`config.mk`:
```
export PLATFORM = sky130hd
export DESIGN_NAME = sequential_read_detector_core
export DESIGN_NICKNAME = d
export VERILOG_FILES = /design/src/rtl/core/srd_pkg.sv /design/src/rtl/core/srd_cfg.sv /design/src/rtl/core/srd_front.sv /design/src/rtl/core/srd_fifo.sv /design/src/rtl/core/srd_back.sv /design/src/rtl/core/sequential_read_detector_core.sv
export VERILOG_INCLUDE_DIRS = /design/src /design/src/rtl/core
export SDC_FILE = /design/constraint.sdc
export NUM_CORES = 2
export LEC_CHECK = 0
export BUFFER_PORTS_ARGS = -buffer_cell sky130_fd_sc_hd__clkbuf_2
export CAP_MARGIN = 25
export CORE_UTILIZATION = 33
export CTS_CLUSTER_DIAMETER = 50
export DETAILED_ROUTE_END_ITERATION = 8
export PLACE_DENSITY = 0.56
export SLEW_MARGIN = 30
export SYNTH_ARGS = -nofsm -noshare
export SYNTH_HDL_FRONTEND = slang
export SYNTH_SLANG_ARGS = --single-unit
```
`constraint.sdc`:
```
create_clock -name clk_i -period 19.8 [get_ports clk_i]
set_input_delay 0.99 -clock clk_i [delete_from_list [all_inputs] [get_ports clk_i]]
set_output_delay 0.99 -clock clk_i [all_outputs]
set_load 0.01 [all_outputs]
```
`src/rtl/core/sequential_read_detector_core_macros.svh`:
```
// assertion shorthands for the detector top level
`ifndef SEQUENTIAL_READ_DETECTOR_CORE_MACROS_SVH
`define SEQUENTIAL_READ_DETECTOR_CORE_MACROS_SVH

// plain property, sampled on clk_i, off during reset
`define SRD_ASSERT(lbl, prop, msg) \
  lbl: assert property (@(posedge clk_i) disable iff (!rst_ni) (prop)) else $error(msg);

// same-cycle implication
`define SRD_ASSERT_IMP(lbl, ante, cons, msg) \
  lbl: assert property (@(posedge clk_i) disable iff (!rst_ni) (ante) |-> (cons)) else $error(msg);

`endif

```
`src/rtl/core/srd_pkg.sv`:
```
package srd_pkg;

  // item and register field widths
  localparam int unsigned ID_W     = 32;
  localparam int unsigned PAGE_W   = 48;
  localparam int unsigned OFF_W    = 20;
  localparam int unsigned LEN_W    = 24;
  localparam int unsigned LINE_W   = 21;
  localparam int unsigned SPS_W    = 25;
  localparam int unsigned CNT_W    = 16;
  localparam int unsigned RATIO_W  = 16;
  localparam int unsigned BYTE_W   = 48;

  // derived datapath widths
  localparam int unsigned ADD_W     = 25;                  // offset + length
  localparam int unsigned DIFF_W    = PAGE_W + 1;          // signed page difference
  localparam int unsigned REM_W     = ADD_W + 1;           // signed byte remainder
  localparam int unsigned PLO_W     = 24;                  // low slice of page difference
  localparam int unsigned PHI_W     = DIFF_W - PLO_W;      // signed high slice
  localparam int unsigned PROD_LO_W = PLO_W + LINE_W;
  localparam int unsigned PROD_HI_W = PHI_W + LINE_W + 1;
  localparam int unsigned SPAN_W    = PROD_HI_W + PLO_W;
  localparam int unsigned THR_W     = RATIO_W + SPS_W;

  // configuration port
  localparam int unsigned CFG_IDX_W  = 4;
  localparam int unsigned CFG_DATA_W = 32;

  localparam logic [LINE_W-1:0]  LINE_SIZE_RST = LINE_W'(4096);
  localparam logic [SPS_W-1:0]   SPS_RST       = SPS_W'(16384);
  localparam logic [CNT_W-1:0]   PF_COUNT_RST  = CNT_W'(1);
  localparam logic [RATIO_W-1:0] PF_RATIO_RST  = RATIO_W'(128);
  localparam logic [THR_W-1:0]   THR_RST       = THR_W'(128 * 16384);

  // queue between front and back
  localparam int unsigned FIFO_DEPTH = 8;
  localparam int unsigned FIFO_AW    = $clog2(FIFO_DEPTH);
  localparam int unsigned FIFO_CW    = $clog2(FIFO_DEPTH + 1);

  typedef enum logic [CFG_IDX_W-1:0] {
    CFG_LINE_SIZE = CFG_IDX_W'(0),
    CFG_SPS       = CFG_IDX_W'(1),
    CFG_PF_COUNT  = CFG_IDX_W'(2),
    CFG_PF_RATIO  = CFG_IDX_W'(3)
  } cfg_idx_e;

  // what the front decided about an item
  typedef enum logic [1:0] {
    KIND_CONT,
    KIND_SEQ,
    KIND_BREAK
  } kind_e;

  typedef struct packed {
    kind_e             kind;
    logic [ADD_W-1:0]  prev_add;
  } entry_t;

  typedef struct packed {
    logic [LINE_W-1:0] line_size;
    logic [CNT_W-1:0]  pf_count;
    logic [THR_W-1:0]  threshold;
  } cfg_t;

  typedef struct packed {
    logic               empty;
    logic [FIFO_CW-1:0] count;
  } fifo_stat_t;

endpackage

```
`src/rtl/core/srd_cfg.sv`:
```
module srd_cfg import srd_pkg::*; (
  input  logic                  clk_i,
  input  logic                  rst_ni,
  input  logic                  cfg_we_i,
  input  logic [CFG_IDX_W-1:0]  cfg_index_i,
  input  logic [CFG_DATA_W-1:0] cfg_data_i,
  output cfg_t                  cfg_o
);

  logic [LINE_W-1:0]  line_q;
  logic [SPS_W-1:0]   sps_q;
  logic [CNT_W-1:0]   count_q;
  logic [RATIO_W-1:0] ratio_q;
  logic [THR_W-1:0]   thr_q, thr_d;

  // ratio * super page size, kept registered for the back compare
  assign thr_d = THR_W'(ratio_q) * THR_W'(sps_q);

  always_ff @(posedge clk_i or negedge rst_ni) begin
    if (!rst_ni) begin
      line_q  <= LINE_SIZE_RST;
      sps_q   <= SPS_RST;
      count_q <= PF_COUNT_RST;
      ratio_q <= PF_RATIO_RST;
      thr_q   <= THR_RST;
    end else begin
      if (cfg_we_i) begin
        case (cfg_index_i)
          CFG_LINE_SIZE: line_q  <= cfg_data_i[LINE_W-1:0];
          CFG_SPS:       sps_q   <= cfg_data_i[SPS_W-1:0];
          CFG_PF_COUNT:  count_q <= cfg_data_i[CNT_W-1:0];
          CFG_PF_RATIO:  ratio_q <= cfg_data_i[RATIO_W-1:0];
          default: begin
          end
        endcase
      end
      thr_q <= thr_d;
    end
  end

  assign cfg_o.line_size = line_q;
  assign cfg_o.pf_count  = count_q;
  assign cfg_o.threshold = thr_q;

endmodule

```
`src/rtl/core/srd_front.sv`:
```
module srd_front import srd_pkg::*; (
  input  logic              clk_i,
  input  logic              rst_ni,
  input  logic              acc_i,
  input  logic [ID_W-1:0]   req_id_i,
  input  logic [PAGE_W-1:0] start_page_i,
  input  logic [OFF_W-1:0]  req_offset_i,
  input  logic [LEN_W-1:0]  req_length_i,
  input  logic [LINE_W-1:0] line_size_i,
  output logic              push_o,
  output entry_t            entry_o
);

  // copy of the stored request; it is always the previous item
  logic [ID_W-1:0]   last_id_q;
  logic [PAGE_W-1:0] prev_page_q;
  logic [ADD_W-1:0]  prev_add_q;

  logic s1_valid_q, s2_valid_q, s3_valid_q;

  logic              s1_same_q;
  logic [DIFF_W-1:0] s1_diff_q;
  logic [REM_W-1:0]  s1_rem_q;
  logic [ADD_W-1:0]  s1_padd_q;

  logic                 s2_same_q;
  logic [PROD_HI_W-1:0] s2_phi_q;
  logic [PROD_LO_W-1:0] s2_plo_q;
  logic [REM_W-1:0]     s2_rem_q;
  logic [ADD_W-1:0]     s2_padd_q;

  kind_e            s3_kind_q;
  logic [ADD_W-1:0] s3_padd_q;

  logic                        same_d;
  logic [DIFF_W-1:0]           diff_d;
  logic [REM_W-1:0]            rem_d;
  logic [ADD_W-1:0]            add_d;
  logic signed [PROD_HI_W-1:0] phi_d;
  logic [PROD_LO_W-1:0]        plo_d;
  logic [SPAN_W-1:0]           span_d;
  logic [SPAN_W-1:0]           rem_ext_d;
  kind_e                       kind_d;

  // contiguous when (page - prev_page) * line_size == prev_add - offset
  assign same_d = (req_id_i == last_id_q);
  assign diff_d = {1'b0, start_page_i} - {1'b0, prev_page_q};
  assign rem_d  = REM_W'(prev_add_q) - REM_W'(req_offset_i);
  assign add_d  = ADD_W'(req_offset_i) + ADD_W'(req_length_i);

  assign phi_d = $signed(s1_diff_q[DIFF_W-1:PLO_W]) * $signed({1'b0, line_size_i});
  assign plo_d = PROD_LO_W'(s1_diff_q[PLO_W-1:0]) * PROD_LO_W'(line_size_i);

  assign span_d    = {s2_phi_q, {PLO_W{1'b0}}} + SPAN_W'(s2_plo_q);
  assign rem_ext_d = {{(SPAN_W-REM_W){s2_rem_q[REM_W-1]}}, s2_rem_q};

  always_comb begin
    if (s2_same_q) begin
      kind_d = KIND_CONT;
    end else if (span_d == rem_ext_d) begin
      kind_d = KIND_SEQ;
    end else begin
      kind_d = KIND_BREAK;
    end
  end

  always_ff @(posedge clk_i or negedge rst_ni) begin
    if (!rst_ni) begin
      last_id_q   <= '0;
      prev_page_q <= '0;
      prev_add_q  <= '0;
      s1_valid_q  <= 1'b0;
      s2_valid_q  <= 1'b0;
      s3_valid_q  <= 1'b0;
    end else begin
      if (acc_i) begin
        if (!same_d) begin
          last_id_q <= req_id_i;
        end
        prev_page_q <= start_page_i;
        prev_add_q  <= add_d;
      end
      s1_valid_q <= acc_i;
      s2_valid_q <= s1_valid_q;
      s3_valid_q <= s2_valid_q;
    end
  end

  always_ff @(posedge clk_i) begin
    s1_same_q <= same_d;
    s1_diff_q <= diff_d;
    s1_rem_q  <= rem_d;
    s1_padd_q <= prev_add_q;

    s2_same_q <= s1_same_q;
    s2_phi_q  <= phi_d;
    s2_plo_q  <= plo_d;
    s2_rem_q  <= s1_rem_q;
    s2_padd_q <= s1_padd_q;

    s3_kind_q <= kind_d;
    s3_padd_q <= s2_padd_q;
  end

  assign push_o         = s3_valid_q;
  assign entry_o.kind     = s3_kind_q;
  assign entry_o.prev_add = s3_padd_q;

endmodule

```
`src/rtl/core/srd_fifo.sv`:
```
module srd_fifo import srd_pkg::*; (
  input  logic       clk_i,
  input  logic       rst_ni,
  input  logic       push_i,
  input  entry_t     entry_i,
  input  logic       pop_i,
  output entry_t     entry_o,
  output fifo_stat_t stat_o
);

  entry_t             mem_q [FIFO_DEPTH];
  logic [FIFO_AW-1:0] wr_ptr_q, rd_ptr_q;
  logic [FIFO_CW-1:0] count_q;

  function automatic logic [FIFO_AW-1:0] ptr_inc(input logic [FIFO_AW-1:0] p);
    if (p == FIFO_AW'(FIFO_DEPTH - 1)) begin
      return '0;
    end
    return p + FIFO_AW'(1);
  endfunction

  always_ff @(posedge clk_i or negedge rst_ni) begin
    if (!rst_ni) begin
      wr_ptr_q <= '0;
      rd_ptr_q <= '0;
      count_q  <= '0;
    end else begin
      if (push_i) begin
        wr_ptr_q <= ptr_inc(wr_ptr_q);
      end
      if (pop_i) begin
        rd_ptr_q <= ptr_inc(rd_ptr_q);
      end
      case ({push_i, pop_i})
        2'b10:   count_q <= count_q + FIFO_CW'(1);
        2'b01:   count_q <= count_q - FIFO_CW'(1);
        default: count_q <= count_q;
      endcase
    end
  end

  always_ff @(posedge clk_i) begin
    if (push_i) begin
      mem_q[wr_ptr_q] <= entry_i;
    end
  end

  assign entry_o      = mem_q[rd_ptr_q];
  assign stat_o.empty = (count_q == '0);
  assign stat_o.count = count_q;

endmodule

```
`src/rtl/core/srd_back.sv`:
```
module srd_back import srd_pkg::*; (
  input  logic             clk_i,
  input  logic             rst_ni,
  input  logic             fifo_empty_i,
  input  entry_t           entry_i,
  input  logic [CNT_W-1:0] pf_count_i,
  input  logic [THR_W-1:0] threshold_i,
  output logic             pop_o,
  input  logic             out_ready_i,
  output logic             out_valid_o,
  output logic             readahead_on_o,
  output logic             contiguous_o
);

  logic              mode_q, mode_d;
  logic [CNT_W-1:0]  hit_q, hit_d;
  logic [BYTE_W-1:0] byte_q, byte_d;
  logic              out_valid_q, out_valid_d;
  logic              ra_q, contig_q, contig_d;

  logic [CNT_W-1:0]    hit_inc;
  logic [BYTE_W:0]     byte_sum;
  logic [BYTE_W-1:0]   byte_inc;
  logic                enable;

  assign pop_o = !fifo_empty_i && (!out_valid_q || out_ready_i);

  // saturating counters
  assign hit_inc  = (hit_q == '1) ? hit_q : hit_q + CNT_W'(1);
  assign byte_sum = {1'b0, byte_q} + (BYTE_W + 1)'(entry_i.prev_add);
  assign byte_inc = byte_sum[BYTE_W] ? '1 : byte_sum[BYTE_W-1:0];
  // bytes * 256 against ratio * super page size
  assign enable   = (hit_inc >= pf_count_i) &&
                    ({byte_inc, 8'b0} >= (BYTE_W + 8)'(threshold_i));

  always_comb begin
    mode_d   = mode_q;
    hit_d    = hit_q;
    byte_d   = byte_q;
    contig_d = 1'b0;
    case (entry_i.kind)
      KIND_CONT: begin
      end
      KIND_SEQ: begin
        contig_d = 1'b1;
        if (!mode_q) begin
          hit_d  = hit_inc;
          byte_d = byte_inc;
          mode_d = enable;
        end
      end
      KIND_BREAK: begin
        mode_d = 1'b0;
        hit_d  = '0;
        byte_d = '0;
      end
      default: begin
      end
    endcase

    if (pop_o) begin
      out_valid_d = 1'b1;
    end else if (out_ready_i) begin
      out_valid_d = 1'b0;
    end else begin
      out_valid_d = out_valid_q;
    end
  end

  always_ff @(posedge clk_i or negedge rst_ni) begin
    if (!rst_ni) begin
      mode_q      <= 1'b0;
      hit_q       <= '0;
      byte_q      <= '0;
      out_valid_q <= 1'b0;
    end else begin
      if (pop_o) begin
        mode_q <= mode_d;
        hit_q  <= hit_d;
        byte_q <= byte_d;
      end
      out_valid_q <= out_valid_d;
    end
  end

  always_ff @(posedge clk_i) begin
    if (pop_o) begin
      ra_q     <= mode_d;
      contig_q <= contig_d;
    end
  end

  assign out_valid_o    = out_valid_q;
  assign readahead_on_o = ra_q;
  assign contiguous_o   = contig_q;

endmodule

```
`src/rtl/core/sequential_read_detector_core.sv`:
```
// path: an item passes 3 front stages, the queue and the result register before its result is valid
// throughput: one item per cycle while input ready holds; the 8-entry queue and result register
// absorb output stalls; input ready drops once 8 items sit between acceptance and the back end
// reset: asynchronous, clears the stored request, mode and both counters, loads register defaults
// no clearing pass after reset; items are taken as soon as reset is released
`include "sequential_read_detector_core_macros.svh"

module sequential_read_detector_core import srd_pkg::*; (
  input  logic                  clk_i,
  input  logic                  rst_ni,

  input  logic                  cfg_valid_i,
  output logic                  cfg_ready_o,
  input  logic [CFG_IDX_W-1:0]  cfg_index_i,
  input  logic [CFG_DATA_W-1:0] cfg_data_i,

  input  logic                  in_valid_i,
  output logic                  in_ready_o,
  input  logic [ID_W-1:0]       req_id_i,
  input  logic [PAGE_W-1:0]     start_page_i,
  input  logic [OFF_W-1:0]      req_offset_i,
  input  logic [LEN_W-1:0]      req_length_i,

  output logic                  out_valid_o,
  input  logic                  out_ready_i,
  output logic                  readahead_on_o,
  output logic                  contiguous_o
);

  cfg_t               cfg;
  logic               in_acc;
  logic               front_push;
  entry_t             front_entry;
  entry_t             head_entry;
  fifo_stat_t         fifo_stat;
  logic               back_pop;
  logic [FIFO_CW-1:0] occ_q, occ_d;

  assign cfg_ready_o = 1'b1;

  // items accepted but not yet handed to the back end
  assign in_ready_o = (occ_q < FIFO_CW'(FIFO_DEPTH));
  assign in_acc     = in_valid_i && in_ready_o;

  always_comb begin
    case ({in_acc, back_pop})
      2'b10:   occ_d = occ_q + FIFO_CW'(1);
      2'b01:   occ_d = occ_q - FIFO_CW'(1);
      default: occ_d = occ_q;
    endcase
  end

  always_ff @(posedge clk_i or negedge rst_ni) begin
    if (!rst_ni) begin
      occ_q <= '0;
    end else begin
      occ_q <= occ_d;
    end
  end

  srd_cfg u_cfg (
    .clk_i       (clk_i),
    .rst_ni      (rst_ni),
    .cfg_we_i    (cfg_valid_i && cfg_ready_o),
    .cfg_index_i (cfg_index_i),
    .cfg_data_i  (cfg_data_i),
    .cfg_o       (cfg)
  );

  srd_front u_front (
    .clk_i        (clk_i),
    .rst_ni       (rst_ni),
    .acc_i        (in_acc),
    .req_id_i     (req_id_i),
    .start_page_i (start_page_i),
    .req_offset_i (req_offset_i),
    .req_length_i (req_length_i),
    .line_size_i  (cfg.line_size),
    .push_o       (front_push),
    .entry_o      (front_entry)
  );

  srd_fifo u_fifo (
    .clk_i   (clk_i),
    .rst_ni  (rst_ni),
    .push_i  (front_push),
    .entry_i (front_entry),
    .pop_i   (back_pop),
    .entry_o (head_entry),
    .stat_o  (fifo_stat)
  );

  srd_back u_back (
    .clk_i          (clk_i),
    .rst_ni         (rst_ni),
    .fifo_empty_i   (fifo_stat.empty),
    .entry_i        (head_entry),
    .pf_count_i     (cfg.pf_count),
    .threshold_i    (cfg.threshold),
    .pop_o          (back_pop),
    .out_ready_i    (out_ready_i),
    .out_valid_o    (out_valid_o),
    .readahead_on_o (readahead_on_o),
    .contiguous_o   (contiguous_o)
  );

  `SRD_ASSERT(a_occ_bound, occ_q <= FIFO_CW'(FIFO_DEPTH), "in-flight count above queue depth")
  `SRD_ASSERT(a_queue_within_credit, fifo_stat.count <= occ_q, "queue holds more than accepted")
  `SRD_ASSERT_IMP(a_pop_nonempty, back_pop, !fifo_stat.empty, "back end popped an empty queue")

endmodule

```
==> run metrics <==
Mapped Cells 8453; CP dominant cell by count fa_1; initial antenna violation count 16; cells along the critical path buf_4 > nand2_1 > fa_1 > fa_1 > fa_1 > inv_1 > fa_1 > inv_1 > fa_1 > inv_1 > fa_1 > fa_1 > ha_1 > a21o_1 > a21o_1 > a221oi_1 > a21oi_1 > a211oi_1 > nor3_1 > o21ai_0 > nand3_1 > a31oi_1 > o31ai_1 > xor2_1; Clock Latency Late Sink 0.77 ns; delay-heaviest family, CP adder cells; Clk pin slew, worst setup/hold paths 0.06 ns; Hold Crit Class in -> async; fill count 25110; failing checks design-rule violations; IO Port Bufs 161; core region area approximately 0.25 mm^2; Netlist cell types 99; first-pass GRT wire length 347.8 mm; CTS tree done; I/O pin count 170; CP max FO 51; Die W 505.2 um; DIE AREA 0.2553 mm^2; Syn Nets 10480; Ys Warns 0; P&R area growth vs syn 9.780%; RSZ-0062 raised after global routing no; total placed cells including tap cells 11710; Root Buffer clkbuf_16; Vias/cell a little under 5; CTS Buf Count 99; RD Place Congestion ~0.9; most common cell after layout, fill and taps aside inv_1; global route total overflow 0; # rows approximately 180; GRT Resource Usage Total 0.1721; Initial Utilization 0.3321; CP Capture Type flop; setup violators final 0; Mapped Area 0.08357 mm^2; Worst-Margin Slew 1.029 ns; Cell Area, Placed 0.08812 mm^2; CP Buf/Inv Count 4; area share of the largest cell type after synthesis 0.3059; sequential fraction of the synthesis area 0.2355; most frequent cells in the layout inv_1, fa_1, nand2_1, and2_1, ha_1; number of global-route vias before repair slightly above 60000; detailed placer's ending HPWL 165.6 mm; Layout Utilization 0.3646; DR WL/cell 18.22 um; Primary FF master, synth dfrtp_1; Critical path origin u_cfg.line_q[1]$_DFFE_PN0P_; Synth Register Bits 797; DRC Markers 4; Req. time, crit path 20.39 ns; reg2reg start u_cfg.line_q[1]$_DFFE_PN0P_; post-route insts no fill between 10000 and 15000; status finished, violations left; htree depth 3; cts repair resizes 0; total wire length 216.8 mm; CP max stage delay approximately 0.64 ns; post-cts hold buffer count 0; Max Buffers Root-to-Sink 3; share of cells above drive strength 1 0.08527; Design Area, Final slightly above 0.09 mm^2; CTS sink count roughly 800; mean area per synthesized cell approximately 9.9 um^2; largest net degree at the start of global routing 107; largest cells by area after synthesis fa_1, dfrtp_1, ha_1; antenna-violating nets left 0; Setup CP Type reg -> reg; CP arrival 8.92 ns; Synth async-reset ratio 0.3852; Crit-path slowest cell a211oi_1; Final Max Tran Viols 0; Die Y a little over 500 um; fin crit period 8.330 ns; Vias 57990; Post CTS Setup Buffer Count 0; Final TNS setup 0 ns; fmax roughly 120 MHz; Setup Skew 0.05975 ns; first-iteration detailed-routing DRC count approximately 3000; Nets roughly 10000; fin crit share 0.4207; Yosys top cell by area fa_1; critical path launch point type flop; Post-synth EDFFs 218; Slew headroom 0.3142; Max Cap Violations 0; final hold viol count 0; First-pass DRT Iterations 9
## synth_stat cells, types with 50 or more instances
library cell and instances:
inv_1 1517, fa_1 1277, nand2_1 1082, and2_1 650, ha_1 589, clkbuf_1 344, dfrtp_1 302, dfxtp_1 272
a21oi_1 245, edfxtp_1 218, o21ai_0 211, nor2_1 210, xnor2_1 209, a21o_1 151, mux2_2 139, xor2_1 128
nand3_1 86, nor3_1 65, mux4_2 54, and3_1 50, o21a_1 50
## per-layer routing
metal,GRT usage,share of wire,up-vias
met3,0.01953,0.040,283
li1,-,-,26670
met1,0.2214,0.44,29730
met5,0,0,-
met2,0.3031,0.50,1310
met4,0.04833,0.028,0
## worst paths after layout
check | end | slack (ns) | cells after the start
max | u_front.s2_phi_q[45]$_DFF_P_ | 11.47 | 24
min | u_back.out_valid_o$_DFFE_PN0P_ | 0.07 | 1
max reg2reg | u_front.s2_phi_q[45]$_DFF_P_ | 11.47 | 24
min reg2reg | u_front.s2_rem_q[1]$_DFF_P_ | 0.31 | 0
max in group asynchronous | u_cfg.ratio_q[14]$_DFFE_PN0P_ | 17.37 | 4
min in group clk_i | u_front.s2_rem_q[1]$_DFF_P_ | 0.31 | 0
## registers in the layout, summed over array words and instances, names as in the netlist, 26 cells and up
name,count
u_back.byte_q,48
u_front.s2_phi_q,47
u_front.s2_rem_q,26
u_front.s1_diff_q,49
u_front.s1_rem_q,26
u_cfg.thr_q,41
u_fifo.mem_q,216
u_front.last_id_q,32
u_front.prev_page_q,48
u_front.s2_plo_q,45
## through the flow
stage	hold WS (ns)	worst slack (ns)
floorplan	0.3096	12.69
global placement	0.3133	11.63
detailed placement	0.3121	11.59
CTS	0.2967	11.51
global route	0.04471	11.01
finish	0.06732	11.47
## cells by family after synthesis
group	count (synthesis)	synth area share
other	1	0.00004487
DFF	797	0.2355
xor gates and xnor gates	337	0.03532
muxes	205	0.03472
AOI/OAI and AO/OA	996	0.07790
and+or+nand+nor	2366	0.1375
adders and majority gates	1866	0.3941
buffers and inverters	1885	0.08491
## area by class of cell
class / count / area [um^2] / share of cell area
clock inverters: 53 / 701.9 / 0.007651
multi-input cells: 5771 / 56860 / 0.6198
clock buffers: 134 / 2841 / 0.03097
repair buffers: 274 / 1724 / 0.01879
diodes: 5 / 12.51 / 0.0001364
well taps: 3348 / 4189 / 0.04566
flip-flops and latches: 797 / 19710 / 0.2148
inverters: 1520 / 5705 / 0.06219
Power is not shown: default switching activity piles up to over one toggle a cycle in this logic, so the estimate is an artifact.
